`src/rtl/h2r_pkg.sv`:
```
package h2r_pkg;

  // Fixed field widths of the channels.
  localparam int IN_W  = 18;
  localparam int OUT_W = 17;

  // Mode code carried with each transaction.
  localparam logic MODE_RGB = 1'b0;
  localparam logic MODE_HSV = 1'b1;

  // Hue sector, named after the color at the start of the sector.
  typedef enum logic [2:0] {
    SEC_RED     = 3'd0,
    SEC_YELLOW  = 3'd1,
    SEC_GREEN   = 3'd2,
    SEC_CYAN    = 3'd3,
    SEC_BLUE    = 3'd4,
    SEC_MAGENTA = 3'd5
  } h2r_sector_t;

  // Control that travels with the data from stage to stage.
  typedef struct packed {
    logic valid;
    logic hsv;
  } h2r_ctl_t;

endpackage

```
`src/rtl/h2r_in_if.sv`:
```
interface h2r_in_if;
  logic                              valid;
  logic                              ready;
  logic signed [h2r_pkg::IN_W-1:0]   red_or_hue;
  logic signed [h2r_pkg::IN_W-1:0]   green_or_saturation;
  logic signed [h2r_pkg::IN_W-1:0]   blue_or_value;
  logic signed [h2r_pkg::IN_W-1:0]   alpha_in;
  logic                              mode;

  modport source (
    output valid, red_or_hue, green_or_saturation, blue_or_value, alpha_in, mode,
    input  ready
  );

  modport sink (
    input  valid, red_or_hue, green_or_saturation, blue_or_value, alpha_in, mode,
    output ready
  );
endinterface

```
`src/rtl/h2r_out_if.sv`:
```
interface h2r_out_if;
  logic                        valid;
  logic                        ready;
  logic [h2r_pkg::OUT_W-1:0]   red_out;
  logic [h2r_pkg::OUT_W-1:0]   green_out;
  logic [h2r_pkg::OUT_W-1:0]   blue_out;
  logic [h2r_pkg::OUT_W-1:0]   alpha_out;

  modport source (
    output valid, red_out, green_out, blue_out, alpha_out,
    input  ready
  );

  modport sink (
    input  valid, red_out, green_out, blue_out, alpha_out,
    output ready
  );
endinterface

```
`src/rtl/h2r_clamp.sv`:
```
module h2r_clamp #(
  parameter int FRAC_BITS = 16
) (
  input  logic                             clk,
  input  logic                             rst_n,
  input  logic                             valid_i,
  input  logic                             mode_i,
  input  logic signed [h2r_pkg::IN_W-1:0]  hue_i,
  input  logic signed [h2r_pkg::IN_W-1:0]  sat_i,
  input  logic signed [h2r_pkg::IN_W-1:0]  val_i,
  input  logic signed [h2r_pkg::IN_W-1:0]  alpha_i,
  output logic                             rdy_o,
  input  logic                             rdy_i,
  output h2r_pkg::h2r_ctl_t                ctl_o,
  output logic [((FRAC_BITS + 1 < h2r_pkg::IN_W - 1) ? FRAC_BITS + 1 : h2r_pkg::IN_W - 1) - 1:0]
                                           h_o, s_o, v_o, a_o
);
  import h2r_pkg::*;

  // Clamped values are at most 1.0 and at most the largest positive input.
  localparam int CW   = (FRAC_BITS + 1 < IN_W - 1) ? FRAC_BITS + 1 : IN_W - 1;
  localparam int CMPW = (FRAC_BITS + 1 > IN_W - 1) ? FRAC_BITS + 1 : IN_W - 1;
  localparam logic [FRAC_BITS:0] ONE = {1'b1, {FRAC_BITS{1'b0}}};

  h2r_ctl_t        ctl_r;
  logic [CW-1:0]   h_r, s_r, v_r, a_r;

  function automatic logic [CW-1:0] clamp_unit(input logic [IN_W-1:0] raw);
    logic [CMPW-1:0] mag;
    logic [CW-1:0]   res;
    mag = CMPW'(raw[IN_W-2:0]);
    if (raw[IN_W-1]) begin
      res = '0;
    end else if (mag > CMPW'(ONE)) begin
      res = CW'(ONE);
    end else begin
      res = CW'(mag);
    end
    return res;
  endfunction

  // The stage takes a new transaction when empty or when its content moves on.
  assign rdy_o = !ctl_r.valid || rdy_i;

  // Valid bit of the stage.
  always_ff @(posedge clk) begin
    if (!rst_n) begin
      ctl_r.valid <= 1'b0;
    end else if (rdy_o) begin
      ctl_r.valid <= valid_i;
    end
  end

  // Clamp all four components into [0, 1.0].
  always_ff @(posedge clk) begin
    if (rdy_o && valid_i) begin
      ctl_r.hsv <= (mode_i == MODE_HSV);
      h_r       <= clamp_unit($unsigned(hue_i));
      s_r       <= clamp_unit($unsigned(sat_i));
      v_r       <= clamp_unit($unsigned(val_i));
      a_r       <= clamp_unit($unsigned(alpha_i));
    end
  end

  assign ctl_o = ctl_r;
  assign h_o   = h_r;
  assign s_o   = s_r;
  assign v_o   = v_r;
  assign a_o   = a_r;

endmodule

```
`src/rtl/h2r_chroma.sv`:
```
module h2r_chroma #(
  parameter int FRAC_BITS = 16
) (
  input  logic                  clk,
  input  logic                  rst_n,
  input  h2r_pkg::h2r_ctl_t     ctl_i,
  input  logic [((FRAC_BITS + 1 < h2r_pkg::IN_W - 1) ? FRAC_BITS + 1 : h2r_pkg::IN_W - 1) - 1:0]
                                h_i, s_i, v_i, a_i,
  output logic                  rdy_o,
  input  logic                  rdy_i,
  output h2r_pkg::h2r_ctl_t     ctl_o,
  output h2r_pkg::h2r_sector_t  sector_o,
  output logic [FRAC_BITS:0]    omd_o,
  output logic [((FRAC_BITS + 1 < h2r_pkg::IN_W - 1) ? FRAC_BITS + 1 : h2r_pkg::IN_W - 1) - 1:0]
                                c_o, h_o, s_o, v_o, a_o
);
  import h2r_pkg::*;

  localparam int CW  = (FRAC_BITS + 1 < IN_W - 1) ? FRAC_BITS + 1 : IN_W - 1;
  localparam int H6W = CW + 3;
  localparam int MW  = FRAC_BITS + 1;

  h2r_ctl_t        ctl_r;
  h2r_sector_t     sector_r, sector_nxt;
  logic [MW-1:0]   omd_r, omd_nxt;
  logic [CW-1:0]   c_r, c_nxt;
  logic [CW-1:0]   h_r, s_r, v_r, a_r;
  logic [H6W-1:0]  h6, sec_raw;
  logic [MW-1:0]   mod2;
  logic [2*CW-1:0] prod_sv;

  // Scaled hue picks the sector; its position inside a pair of sectors gives
  // one minus the distance from the pair's center.
  always_comb begin
    h6      = H6W'({h_i, 2'b00}) + H6W'({h_i, 1'b0});
    sec_raw = h6 >> FRAC_BITS;
    if (sec_raw > H6W'(SEC_MAGENTA)) begin
      sector_nxt = SEC_MAGENTA;
    end else begin
      sector_nxt = h2r_sector_t'(sec_raw[2:0]);
    end
    mod2    = MW'(h6);
    omd_nxt = mod2[FRAC_BITS] ? (MW'(0) - mod2) : mod2;
  end

  // Chroma is saturation times value, truncated.
  always_comb begin
    prod_sv = (2*CW)'(s_i) * (2*CW)'(v_i);
    c_nxt   = CW'(prod_sv >> FRAC_BITS);
  end

  assign rdy_o = !ctl_r.valid || rdy_i;

  always_ff @(posedge clk) begin
    if (!rst_n) begin
      ctl_r.valid <= 1'b0;
    end else if (rdy_o) begin
      ctl_r.valid <= ctl_i.valid;
    end
  end

  always_ff @(posedge clk) begin
    if (rdy_o && ctl_i.valid) begin
      ctl_r.hsv <= ctl_i.hsv;
      sector_r  <= sector_nxt;
      omd_r     <= omd_nxt;
      c_r       <= c_nxt;
      h_r       <= h_i;
      s_r       <= s_i;
      v_r       <= v_i;
      a_r       <= a_i;
    end
  end

  assign ctl_o    = ctl_r;
  assign sector_o = sector_r;
  assign omd_o    = omd_r;
  assign c_o      = c_r;
  assign h_o      = h_r;
  assign s_o      = s_r;
  assign v_o      = v_r;
  assign a_o      = a_r;

endmodule

```
`src/rtl/h2r_secondary.sv`:
```
module h2r_secondary #(
  parameter int FRAC_BITS = 16
) (
  input  logic                  clk,
  input  logic                  rst_n,
  input  h2r_pkg::h2r_ctl_t     ctl_i,
  input  h2r_pkg::h2r_sector_t  sector_i,
  input  logic [FRAC_BITS:0]    omd_i,
  input  logic [((FRAC_BITS + 1 < h2r_pkg::IN_W - 1) ? FRAC_BITS + 1 : h2r_pkg::IN_W - 1) - 1:0]
                                c_i, h_i, s_i, v_i, a_i,
  output logic                  rdy_o,
  input  logic                  rdy_i,
  output h2r_pkg::h2r_ctl_t     ctl_o,
  output h2r_pkg::h2r_sector_t  sector_o,
  output logic [((FRAC_BITS + 1 < h2r_pkg::IN_W - 1) ? FRAC_BITS + 1 : h2r_pkg::IN_W - 1) - 1:0]
                                x_o, c_o, m_o, h_o, s_o, v_o, a_o
);
  import h2r_pkg::*;

  localparam int CW = (FRAC_BITS + 1 < IN_W - 1) ? FRAC_BITS + 1 : IN_W - 1;
  localparam int PW = CW + FRAC_BITS + 1;

  h2r_ctl_t       ctl_r;
  h2r_sector_t    sector_r;
  logic [CW-1:0]  x_r, x_nxt;
  logic [CW-1:0]  m_r, m_nxt;
  logic [CW-1:0]  c_r, h_r, s_r, v_r, a_r;
  logic [PW-1:0]  prod_x;

  // Secondary term and the offset that lifts all three channels.
  always_comb begin
    prod_x = PW'(c_i) * PW'(omd_i);
    x_nxt  = CW'(prod_x >> FRAC_BITS);
    m_nxt  = v_i - c_i;
  end

  assign rdy_o = !ctl_r.valid || rdy_i;

  always_ff @(posedge clk) begin
    if (!rst_n) begin
      ctl_r.valid <= 1'b0;
    end else if (rdy_o) begin
      ctl_r.valid <= ctl_i.valid;
    end
  end

  always_ff @(posedge clk) begin
    if (rdy_o && ctl_i.valid) begin
      ctl_r.hsv <= ctl_i.hsv;
      sector_r  <= sector_i;
      x_r       <= x_nxt;
      m_r       <= m_nxt;
      c_r       <= c_i;
      h_r       <= h_i;
      s_r       <= s_i;
      v_r       <= v_i;
      a_r       <= a_i;
    end
  end

  assign ctl_o    = ctl_r;
  assign sector_o = sector_r;
  assign x_o      = x_r;
  assign c_o      = c_r;
  assign m_o      = m_r;
  assign h_o      = h_r;
  assign s_o      = s_r;
  assign v_o      = v_r;
  assign a_o      = a_r;

endmodule

```
`src/rtl/h2r_assemble.sv`:
```
module h2r_assemble #(
  parameter int FRAC_BITS = 16
) (
  input  logic                       clk,
  input  logic                       rst_n,
  input  h2r_pkg::h2r_ctl_t          ctl_i,
  input  h2r_pkg::h2r_sector_t       sector_i,
  input  logic [((FRAC_BITS + 1 < h2r_pkg::IN_W - 1) ? FRAC_BITS + 1 : h2r_pkg::IN_W - 1) - 1:0]
                                     x_i, c_i, m_i, h_i, s_i, v_i, a_i,
  output logic                       rdy_o,
  input  logic                       rdy_i,
  output logic                       valid_o,
  output logic [h2r_pkg::OUT_W-1:0]  red_o,
  output logic [h2r_pkg::OUT_W-1:0]  green_o,
  output logic [h2r_pkg::OUT_W-1:0]  blue_o,
  output logic [h2r_pkg::OUT_W-1:0]  alpha_o
);
  import h2r_pkg::*;

  localparam int CW = (FRAC_BITS + 1 < IN_W - 1) ? FRAC_BITS + 1 : IN_W - 1;

  logic              valid_r;
  logic [OUT_W-1:0]  red_r, green_r, blue_r, alpha_r;
  logic [CW-1:0]     red_sel, green_sel, blue_sel;
  logic [CW-1:0]     red_sum, green_sum, blue_sum;
  logic [CW-1:0]     top_sum;

  // Sector decoder: which channel gets chroma, which the secondary term.
  always_comb begin
    unique case (sector_i)
      SEC_RED: begin
        red_sel = c_i;  green_sel = x_i;  blue_sel = '0;
      end
      SEC_YELLOW: begin
        red_sel = x_i;  green_sel = c_i;  blue_sel = '0;
      end
      SEC_GREEN: begin
        red_sel = '0;   green_sel = c_i;  blue_sel = x_i;
      end
      SEC_CYAN: begin
        red_sel = '0;   green_sel = x_i;  blue_sel = c_i;
      end
      SEC_BLUE: begin
        red_sel = x_i;  green_sel = '0;   blue_sel = c_i;
      end
      default: begin
        red_sel = c_i;  green_sel = '0;   blue_sel = x_i;
      end
    endcase
  end

  // Add the offset in HSV mode, pass the clamped components in RGB mode.
  always_comb begin
    top_sum = c_i + m_i;
    if (ctl_i.hsv) begin
      red_sum   = red_sel + m_i;
      green_sum = green_sel + m_i;
      blue_sum  = blue_sel + m_i;
    end else begin
      red_sum   = h_i;
      green_sum = s_i;
      blue_sum  = v_i;
    end
  end

  // Output register; it accepts a new transaction when empty or while the old one is taken.
  assign rdy_o = !valid_r || rdy_i;

  always_ff @(posedge clk) begin
    if (!rst_n) begin
      valid_r <= 1'b0;
    end else if (rdy_o) begin
      valid_r <= ctl_i.valid;
    end
  end

  always_ff @(posedge clk) begin
    if (rdy_o && ctl_i.valid) begin
      red_r   <= OUT_W'(red_sum);
      green_r <= OUT_W'(green_sum);
      blue_r  <= OUT_W'(blue_sum);
      alpha_r <= OUT_W'(a_i);
    end
  end

  assign valid_o = valid_r;
  assign red_o   = red_r;
  assign green_o = green_r;
  assign blue_o  = blue_r;
  assign alpha_o = alpha_r;

`ifndef NO_ASSERTIONS
  // The secondary term never exceeds chroma.
  a_x_le_c: assert property (@(posedge clk) disable iff (!rst_n)
    (ctl_i.valid && ctl_i.hsv) |-> (x_i <= c_i))
    else $error("secondary term exceeds chroma");

  // In HSV mode one channel sits at the offset, the minimum of the color.
  a_floor: assert property (@(posedge clk) disable iff (!rst_n)
    (ctl_i.valid && ctl_i.hsv) |->
      (red_sum == m_i || green_sum == m_i || blue_sum == m_i))
    else $error("no channel at the offset");

  // In HSV mode one channel reaches chroma plus offset, the value.
  a_peak: assert property (@(posedge clk) disable iff (!rst_n)
    (ctl_i.valid && ctl_i.hsv) |->
      (red_sum == top_sum || green_sum == top_sum || blue_sum == top_sum))
    else $error("no channel at the value");
`endif

endmodule

```
`src/rtl/hsv_to_rgb_converter.sv`:
```
// Throughput: one transaction per cycle while the output channel is ready, through
// four register stages
// (clamp, sector and chroma, secondary term, channel assembly).
// Each stage holds its content while stalled and refills when it moves on.
// Reset is synchronous and active low; it clears the stage valid bits only.
module hsv_to_rgb_converter #(
  parameter int FRAC_BITS = 16
) (
  input  logic       clk,
  input  logic       rst_n,
  h2r_in_if.sink     in_ch,
  h2r_out_if.source  out_ch
);
  import h2r_pkg::*;

  localparam int CW = (FRAC_BITS + 1 < IN_W - 1) ? FRAC_BITS + 1 : IN_W - 1;

  h2r_ctl_t       ctl_s1, ctl_s2, ctl_s3;
  h2r_sector_t    sector_s2, sector_s3;
  logic           rdy_s1, rdy_s2, rdy_s3, rdy_s4;
  logic [CW-1:0]  h_s1, s_s1, v_s1, a_s1;
  logic [CW-1:0]  c_s2, h_s2, s_s2, v_s2, a_s2;
  logic [FRAC_BITS:0] omd_s2;
  logic [CW-1:0]  x_s3, c_s3, m_s3, h_s3, s_s3, v_s3, a_s3;

  assign in_ch.ready = rdy_s1;

  h2r_clamp #(.FRAC_BITS(FRAC_BITS)) u_clamp (
    .clk     (clk),
    .rst_n   (rst_n),
    .valid_i (in_ch.valid),
    .mode_i  (in_ch.mode),
    .hue_i   (in_ch.red_or_hue),
    .sat_i   (in_ch.green_or_saturation),
    .val_i   (in_ch.blue_or_value),
    .alpha_i (in_ch.alpha_in),
    .rdy_o   (rdy_s1),
    .rdy_i   (rdy_s2),
    .ctl_o   (ctl_s1),
    .h_o     (h_s1),
    .s_o     (s_s1),
    .v_o     (v_s1),
    .a_o     (a_s1)
  );

  h2r_chroma #(.FRAC_BITS(FRAC_BITS)) u_chroma (
    .clk      (clk),
    .rst_n    (rst_n),
    .ctl_i    (ctl_s1),
    .h_i      (h_s1),
    .s_i      (s_s1),
    .v_i      (v_s1),
    .a_i      (a_s1),
    .rdy_o    (rdy_s2),
    .rdy_i    (rdy_s3),
    .ctl_o    (ctl_s2),
    .sector_o (sector_s2),
    .omd_o    (omd_s2),
    .c_o      (c_s2),
    .h_o      (h_s2),
    .s_o      (s_s2),
    .v_o      (v_s2),
    .a_o      (a_s2)
  );

  h2r_secondary #(.FRAC_BITS(FRAC_BITS)) u_secondary (
    .clk      (clk),
    .rst_n    (rst_n),
    .ctl_i    (ctl_s2),
    .sector_i (sector_s2),
    .omd_i    (omd_s2),
    .c_i      (c_s2),
    .h_i      (h_s2),
    .s_i      (s_s2),
    .v_i      (v_s2),
    .a_i      (a_s2),
    .rdy_o    (rdy_s3),
    .rdy_i    (rdy_s4),
    .ctl_o    (ctl_s3),
    .sector_o (sector_s3),
    .x_o      (x_s3),
    .c_o      (c_s3),
    .m_o      (m_s3),
    .h_o      (h_s3),
    .s_o      (s_s3),
    .v_o      (v_s3),
    .a_o      (a_s3)
  );

  h2r_assemble #(.FRAC_BITS(FRAC_BITS)) u_assemble (
    .clk      (clk),
    .rst_n    (rst_n),
    .ctl_i    (ctl_s3),
    .sector_i (sector_s3),
    .x_i      (x_s3),
    .c_i      (c_s3),
    .m_i      (m_s3),
    .h_i      (h_s3),
    .s_i      (s_s3),
    .v_i      (v_s3),
    .a_i      (a_s3),
    .rdy_o    (rdy_s4),
    .rdy_i    (out_ch.ready),
    .valid_o  (out_ch.valid),
    .red_o    (out_ch.red_out),
    .green_o  (out_ch.green_out),
    .blue_o   (out_ch.blue_out),
    .alpha_o  (out_ch.alpha_out)
  );

endmodule

```
`src/flat_wrapper.sv`:
```
// flat-port wrapper written by rule: the top's interface ports become plain ports
module hsv_to_rgb_converter_flat import h2r_pkg::*;
#(
  parameter int FRAC_BITS = 16
)
  (clk, rst_n, in_ch_valid, in_ch_red_or_hue, in_ch_green_or_saturation, in_ch_blue_or_value, in_ch_alpha_in, in_ch_mode, in_ch_ready, out_ch_valid, out_ch_red_out, out_ch_green_out, out_ch_blue_out, out_ch_alpha_out, out_ch_ready);
  h2r_in_if in_ch_i ();
  h2r_out_if out_ch_i ();
  input  logic clk;
  input  logic rst_n;
  input wire logic [$bits(in_ch_i.valid)-1:0] in_ch_valid;
  input wire logic [$bits(in_ch_i.red_or_hue)-1:0] in_ch_red_or_hue;
  input wire logic [$bits(in_ch_i.green_or_saturation)-1:0] in_ch_green_or_saturation;
  input wire logic [$bits(in_ch_i.blue_or_value)-1:0] in_ch_blue_or_value;
  input wire logic [$bits(in_ch_i.alpha_in)-1:0] in_ch_alpha_in;
  input wire logic [$bits(in_ch_i.mode)-1:0] in_ch_mode;
  output wire logic [$bits(in_ch_i.ready)-1:0] in_ch_ready;
  output wire logic [$bits(out_ch_i.valid)-1:0] out_ch_valid;
  output wire logic [$bits(out_ch_i.red_out)-1:0] out_ch_red_out;
  output wire logic [$bits(out_ch_i.green_out)-1:0] out_ch_green_out;
  output wire logic [$bits(out_ch_i.blue_out)-1:0] out_ch_blue_out;
  output wire logic [$bits(out_ch_i.alpha_out)-1:0] out_ch_alpha_out;
  input wire logic [$bits(out_ch_i.ready)-1:0] out_ch_ready;
  assign in_ch_i.valid = in_ch_valid;
  assign in_ch_i.red_or_hue = in_ch_red_or_hue;
  assign in_ch_i.green_or_saturation = in_ch_green_or_saturation;
  assign in_ch_i.blue_or_value = in_ch_blue_or_value;
  assign in_ch_i.alpha_in = in_ch_alpha_in;
  assign in_ch_i.mode = in_ch_mode;
  assign in_ch_ready = in_ch_i.ready;
  assign out_ch_valid = out_ch_i.valid;
  assign out_ch_red_out = out_ch_i.red_out;
  assign out_ch_green_out = out_ch_i.green_out;
  assign out_ch_blue_out = out_ch_i.blue_out;
  assign out_ch_alpha_out = out_ch_i.alpha_out;
  assign out_ch_i.ready = out_ch_ready;
  hsv_to_rgb_converter #(.FRAC_BITS(FRAC_BITS)) u_core (.clk(clk), .rst_n(rst_n), .in_ch(in_ch_i), .out_ch(out_ch_i));
endmodule
```
`config.mk`:
```
export PLATFORM = sky130hd
export DESIGN_NAME = hsv_to_rgb_converter_flat
export DESIGN_NICKNAME = d
export VERILOG_FILES = /design/src/rtl/h2r_pkg.sv /design/src/rtl/h2r_in_if.sv /design/src/rtl/h2r_out_if.sv /design/src/rtl/h2r_clamp.sv /design/src/rtl/h2r_chroma.sv /design/src/rtl/h2r_secondary.sv /design/src/rtl/h2r_assemble.sv /design/src/rtl/hsv_to_rgb_converter.sv /design/src/flat_wrapper.sv
export SDC_FILE = /design/constraint.sdc
export NUM_CORES = 2
export LEC_CHECK = 0
export BUFFER_PORTS_ARGS = -buffer_cell sky130_fd_sc_hd__buf_2
export CORE_ASPECT_RATIO = 0.8
export CORE_MARGIN = 10
export CORE_UTILIZATION = 40
export DETAILED_ROUTE_END_ITERATION = 7
export PLACE_DENSITY = 0.57
export SETUP_SLACK_MARGIN = 0.15
export SLEW_MARGIN = 20
export SYNTH_ARGS = -nofsm -noshare
export SYNTH_HDL_FRONTEND = slang
export SYNTH_SLANG_ARGS = --single-unit
```
`constraint.sdc`:
```
create_clock -name clk -period 12.3 [get_ports clk]
set_input_delay 1.23 -clock clk [delete_from_list [all_inputs] [get_ports clk]]
set_output_delay 1.23 -clock clk [all_outputs]
set_load 0.005 [all_outputs]
```
; After elaboration in Yosys (flattened, before gate mapping)
; Cells that the tools add are included.
[op_classes]
add_sub_neg = 6
mul = 2
magnitude_cmp = 5
eq_ne = 4
n_mux = 11
reduce_logical = 23
[op_table]
columns = op, n
row1 = two-way mux 17 bit, 7
row2 = case mux 17 bit (2 select lines), 3
row3 = "> comparator 17 bit, second input constant", 4
row4 = multiplier 17 x 17 -> 33 bit, 2
row5 = adder 17 bit, 3
row6 = adder 19 x 18 -> 20 bit, 1
row7 = OR reduction 2 bit, 10
row8 = "subtractor 1 x 17 -> 17 bit, first input constant", 1
row9 = subtractor 17 bit, 1
row10 = two-way mux 16 bit, 1
row11 = "equality test 3 x 2 -> 1 bit, second input constant", 2
row12 = "> comparator 4 x 3 -> 1 bit, second input constant", 1
row13 = logical AND 1 bit, 4
row14 = logical NOT 1 bit, 4
row15 = logical OR 1 bit, 4
row16 = "equality test 3 x 1 -> 1 bit, second input constant", 1
row17 = "equality test 3 bit, second input constant", 1
row18 = logical NOT 3 bit, 1
[totals]
reg_bits = 370
output_inout_bits = 70
word_cells = 86

; Logic depth before layout (Yosys ltp)
[logic_depth]
depth_word = 6
depth_mapped = 23

; By module
; A second synthesis with hierarchy kept.
[unflattened]
hier_cells = 3487
hier_area_um2 = 36332.3
[by_module_without_submodules]
columns = mod, n_inst, cells_per_inst, area_each_um2, seq_area_each_um2
row1 = h2r_secondary, 1, 1335, 13827.0, 3713.6
row2 = h2r_chroma, 1, 1260, 13127.6, 3143.0
row3 = h2r_assemble, 1, 714, 6306.0, 2062.0
row4 = h2r_clamp, 1, 178, 3071.7, 2092.0

; Least setup slack after synthesis
; OpenSTA, ideal clock, no wires.
[synth_timing]
path_kind = input port to flip-flop
from = input out_ch_ready
to = register u_core.u_chroma.a_r[0] (netlist: u_core.u_chroma.a_o[0]) (enable)
arrival_ps = 9052
t_required_ps = 11575
setup_slack_ps = 2523
cell_stages = 3
n_path_buf = 0
cell_sequence = nor2b_1 -> and2_0 -> a21boi_0
[synth_between]
elab_chain_len = 4
[synth_rtl]
columns = element, line_no
row1 = start: declaration, flat_wrapper.sv:23  ; input wire logic [$bits(out_ch_i.ready)-1:0] out_ch_ready;
row2 = logical OR 1 bit, h2r_assemble.sv:67  ; assign rdy_o = !valid_r || rdy_i;
row3 = logical OR 1 bit, h2r_secondary.sv:37  ; assign rdy_o = !ctl_r.valid || rdy_i;
row4 = logical OR 1 bit, h2r_chroma.sv:52  ; assign rdy_o = !ctl_r.valid || rdy_i;
row5 = logical AND 1 bit, h2r_chroma.sv:63  ; if (rdy_o && ctl_i.valid) begin
row6 = end signal: assignment, h2r_chroma.sv:71  ; a_r <= a_i;
row7 = end: declaration, h2r_chroma.sv:27  ; logic [CW-1:0] h_r, s_r, v_r, a_r;
; No other way between the ends.
; A chain may end at the register's enable or synchronous reset.

; Worst setup path after layout
[layout_timing]
from = register u_core.u_chroma.c_r[10] (netlist: u_core.u_chroma.c_o[10])
to = register u_core.u_secondary.x_r[8] (netlist: u_core.u_secondary.x_o[8]) (data pin)
[layout_between]
elab_chain_len = 1
[layout_rtl]
columns = element, line_no
row1 = start: declaration, h2r_chroma.sv:26  ; logic [CW-1:0] c_r, c_nxt;
row2 = start signal: assignment, h2r_chroma.sv:67  ; c_r <= c_nxt;
row3 = multiplier 17 x 17 -> 33 bit, h2r_secondary.sv:32  ; prod_x = PW'(c_i) * PW'(omd_i);
row4 = named net u_core.u_secondary.prod_x[24], h2r_secondary.sv:28  ; logic [PW-1:0] prod_x;
row5 = end signal: assignment, h2r_secondary.sv:51  ; x_r <= x_nxt;
row6 = end: declaration, h2r_secondary.sv:25  ; logic [CW-1:0] x_r, x_nxt;
; The timed path passes the listed nets, and every way through them passes these cells.

==> results.py <==
metrics = {
    "floorplan": {
        "ioPinCount": 147,
        "row_count": 96,
        "chipWidth_um": 347.9,
        "die_height_um": 282.3,
        "coreArea_mm2": 0.08552,
        "start_util_pct": 40.23,
        "dieArea_mm2": 0.09821,
    },
    "setup_path": {
        "worstPathRequired_ns": 12.59,
        "path_class": "flop to flop",
        "path_max_fanout": 18,
        "crit_arrival_ns": 7.14,
        "startpoint_type": "flop",
        "critPathCaptureType": "flop",
    },
    "placed_design": {
        "io_buffers": 146,
        "place_hpwl_um": 68190,
        "place_congestion": 0.8726,
        "dpl_cell_area_mm2": 0.03637,
    },
    "hold_path": {
        "holdCritPathClass": "flop to flop",
    },
    "clock_tree": {
        "cts_tree": "done",
        "clk_latency_ns": 0.58,
        "cts_root_buf": "clkbuf_16",
        "post-cts-setup-buffers": 0,
        "clk_pin_slew_ns": 0.06,
        "post_cts_resized": 0,
        "cts-buffers-inserted": 38,
        "htreeDepth": 2,
        "cts_buffer_depth": 3,
        "cts.sinks": 368,
        "holdBufCountCts": 0,
    },
    "global_routing": {
        "grt_max_degree": 74,
        "grt_pass1_wl_um": 137000,
        "antenna_found_initial": 1,
        "first_global_vias": 22620,
        "grtUsageTotal_pct": 17.80,
        "grt_overflow": 0,
    },
    "timing": {
        "worst_pin_slew_ns": 1.025,
        "min_period_ns": 6.846,
        "skew_ns": 0.03476,
        "period_share_pct": 55.66,
        "slew_violations": 0,
        "setup_tns_ns": 0,
        "setup_viol": 0,
        "finalHoldViolCount": 0,
        "fmax_mhz": 146.1,
        "rsz0062_at_grt": "false",
        "slew-limit-headroom_pct": 31.07,
    },
    "synthesis": {
        "synth_cells": 3197,
        "synth_area_mm2": 0.03440,
        "ys_ff_latch": 368,
        "synth_nets": 4002,
        "synth_ff_type": "edfxtp_1",
        "yosysSeqAreaShare_pct": 32.00,
        "yosysWarnings": 0,
        "syn_area_per_cell_um2": 10.76,
        "yosysUniqueCellTypes": 74,
        "synth-edff-count": 364,
        "async_flop_share_pct": 0,
    },
    "finish": {
        "stdcell_area_mm2": 0.03762,
        "layout_common_cells": "inv_1, fa_1, nand2_1",
        "num_antenna_cells": 0,
        "nFillCells": 8147,
        "layout_commonest_cell": "inv_1",
        "finalNetCount": 4108,
        "areaGrowthSynthToFinish_pct": 9.361,
        "drive_gt1_share_pct": 8.613,
    },
    "routing": {
        "route.detailed.drc": 0,
        "wl_per_cell_um": 19.63,
        "viasPerCell": 5.094,
        "wirelength_um": 87520,
        "vias": 22710,
        "drtIter0Drc": 1667,
        "ant_nets": 0,
        "dr.pass1.iters": 7,
    },
    "flow_run": {
        "max_cap_violations": 0,
    },
    "outcome": {
        "status": "complete, no violations",
    },
}
-- critical path, cell delays in order, from the launching register on --
cell and delay (ns):
edfxtp_1 0.96, nand2_1 0.18, fa_1 0.58, inv_1 0.05, fa_1 0.48, fa_1 0.60
fa_1 0.47, fa_1 0.50, inv_1 0.05, fa_1 0.47, inv_1 0.04, ha_1 0.35
nand4_1 0.14, nor4_1 0.29, a22oi_1 0.16, a21oi_1 0.41, nor2_1 0.14, a221oi_1 0.42
nor2_1 0.10, xnor2_1 0.15
-- routing by layer --
layer | track usage (%) | up-vias | share of wire (%)
li1 | - | 10620 | -
met1 | 28.17 | 11330 | 51
met2 | 24.65 | 671 | 40
met3 | 3.723 | 89 | 7.4
met4 | 3.143 | 0 | 1.6
met5 | 0 | - | 0
-- path summary, 6_finish.rpt --
check | startpoint | to | slack [ns] | cells after the start
max reg2reg | u_core.u_chroma.c_o[10] | u_core.u_secondary.x_o[8] | 5.45 | 19
min reg2reg | u_core.u_chroma.h_o[7] | u_core.u_secondary.h_o[7] | 0.42 | 0
min | u_core.u_chroma.h_o[7] | u_core.u_secondary.h_o[7] | 0.42 | 0
max | u_core.u_chroma.c_o[10] | u_core.u_secondary.x_o[8] | 5.45 | 19
-- cells in the mapped netlist, types with 4 or more instances --
| cell | instances | area, um2 |
|---|---|---|
| xnor2_1 | 71 | 621.9 |
| mux2_2 | 30 | 337.8 |
| o211ai_1 | 10 | 75.07 |
| buf_1 | 6 | 22.52 |
| a31oi_1 | 18 | 112.6 |
| nand3_1 | 31 | 155.2 |
| nor3_1 | 27 | 135.1 |
| inv_1 | 578 | 2170 |
| nand4_1 | 15 | 93.84 |
| o21a_1 | 14 | 105.1 |
| a22o_1 | 48 | 420.4 |
| ha_1 | 296 | 3704 |
| a21o_1 | 28 | 210.2 |
| dfxtp_1 | 4 | 80.08 |
| a21oi_1 | 94 | 470.5 |
| a22oi_1 | 5 | 37.54 |
| o31ai_1 | 14 | 105.1 |
| and2_1 | 309 | 1933 |
| nor4_1 | 22 | 137.6 |
| o21ai_1 | 6 | 30.03 |
| nand2_1 | 369 | 1385 |
| edfxtp_1 | 364 | 10930 |
| a41oi_1 | 4 | 35.03 |
| or3_1 | 9 | 56.30 |
| fa_1 | 432 | 8648 |
| xor2_1 | 37 | 324.1 |
| nand2b_1 | 7 | 43.79 |
| or2_2 | 4 | 25.02 |
| and3_1 | 15 | 93.84 |
| o21bai_1 | 9 | 67.56 |
| a211oi_1 | 14 | 105.1 |
| o21ai_0 | 45 | 225.2 |
| clkbuf_1 | 96 | 360.4 |
| a21boi_0 | 10 | 75.07 |
| nor2_1 | 70 | 262.8 |
| nor2b_1 | 21 | 131.4 |
-- area by class of cell --
| cell class | count | area (um2) | share of cell area (%) |
|---|---|---|---|
| inverters | 578 | 2170 | 5.766 |
| well taps | 1127 | 1410 | 3.748 |
| multi-input cells | 2149 | 20880 | 55.50 |
| clock buffers | 45 | 977.2 | 2.597 |
| repair buffers | 168 | 895.9 | 2.381 |
| clock inverters | 24 | 279.0 | 0.7416 |
| flip-flops and latches | 368 | 11010 | 29.26 |
-- kinds of logic after synthesis --
group	synth area share (%)
buffers and inverters	7.419
multiplexers	1.113
adder cells (fa/ha/maj)	35.90
XOR/XNOR	2.829
AND/OR/NAND/NOR	13.27
flip-flops	32.00
AO/OA/AOI/OAI	7.459
-- per-stage QoR --
step / std cells / utilization [%] / setup WS [ns] / hold WS [ns]
3_3_place_gp: 4390 / 42.53 / 5.518 / 0.4002
3_5_place_dp: 4390 / 42.53 / 5.487 / 0.4045
5_1_grt: 4459 / 43.99 / 5.090 / 0.4186
2_1_floorplan: 3197 / - / 2.523 / 0.4003
6_report: 4459 / 43.99 / 5.454 / 0.4153
4_1_cts: 4459 / 43.99 / 5.446 / 0.4171
Power is left out: the tool's default activity adds up to more than one toggle a clock period on the data nets, which glitch-free logic cannot reach.
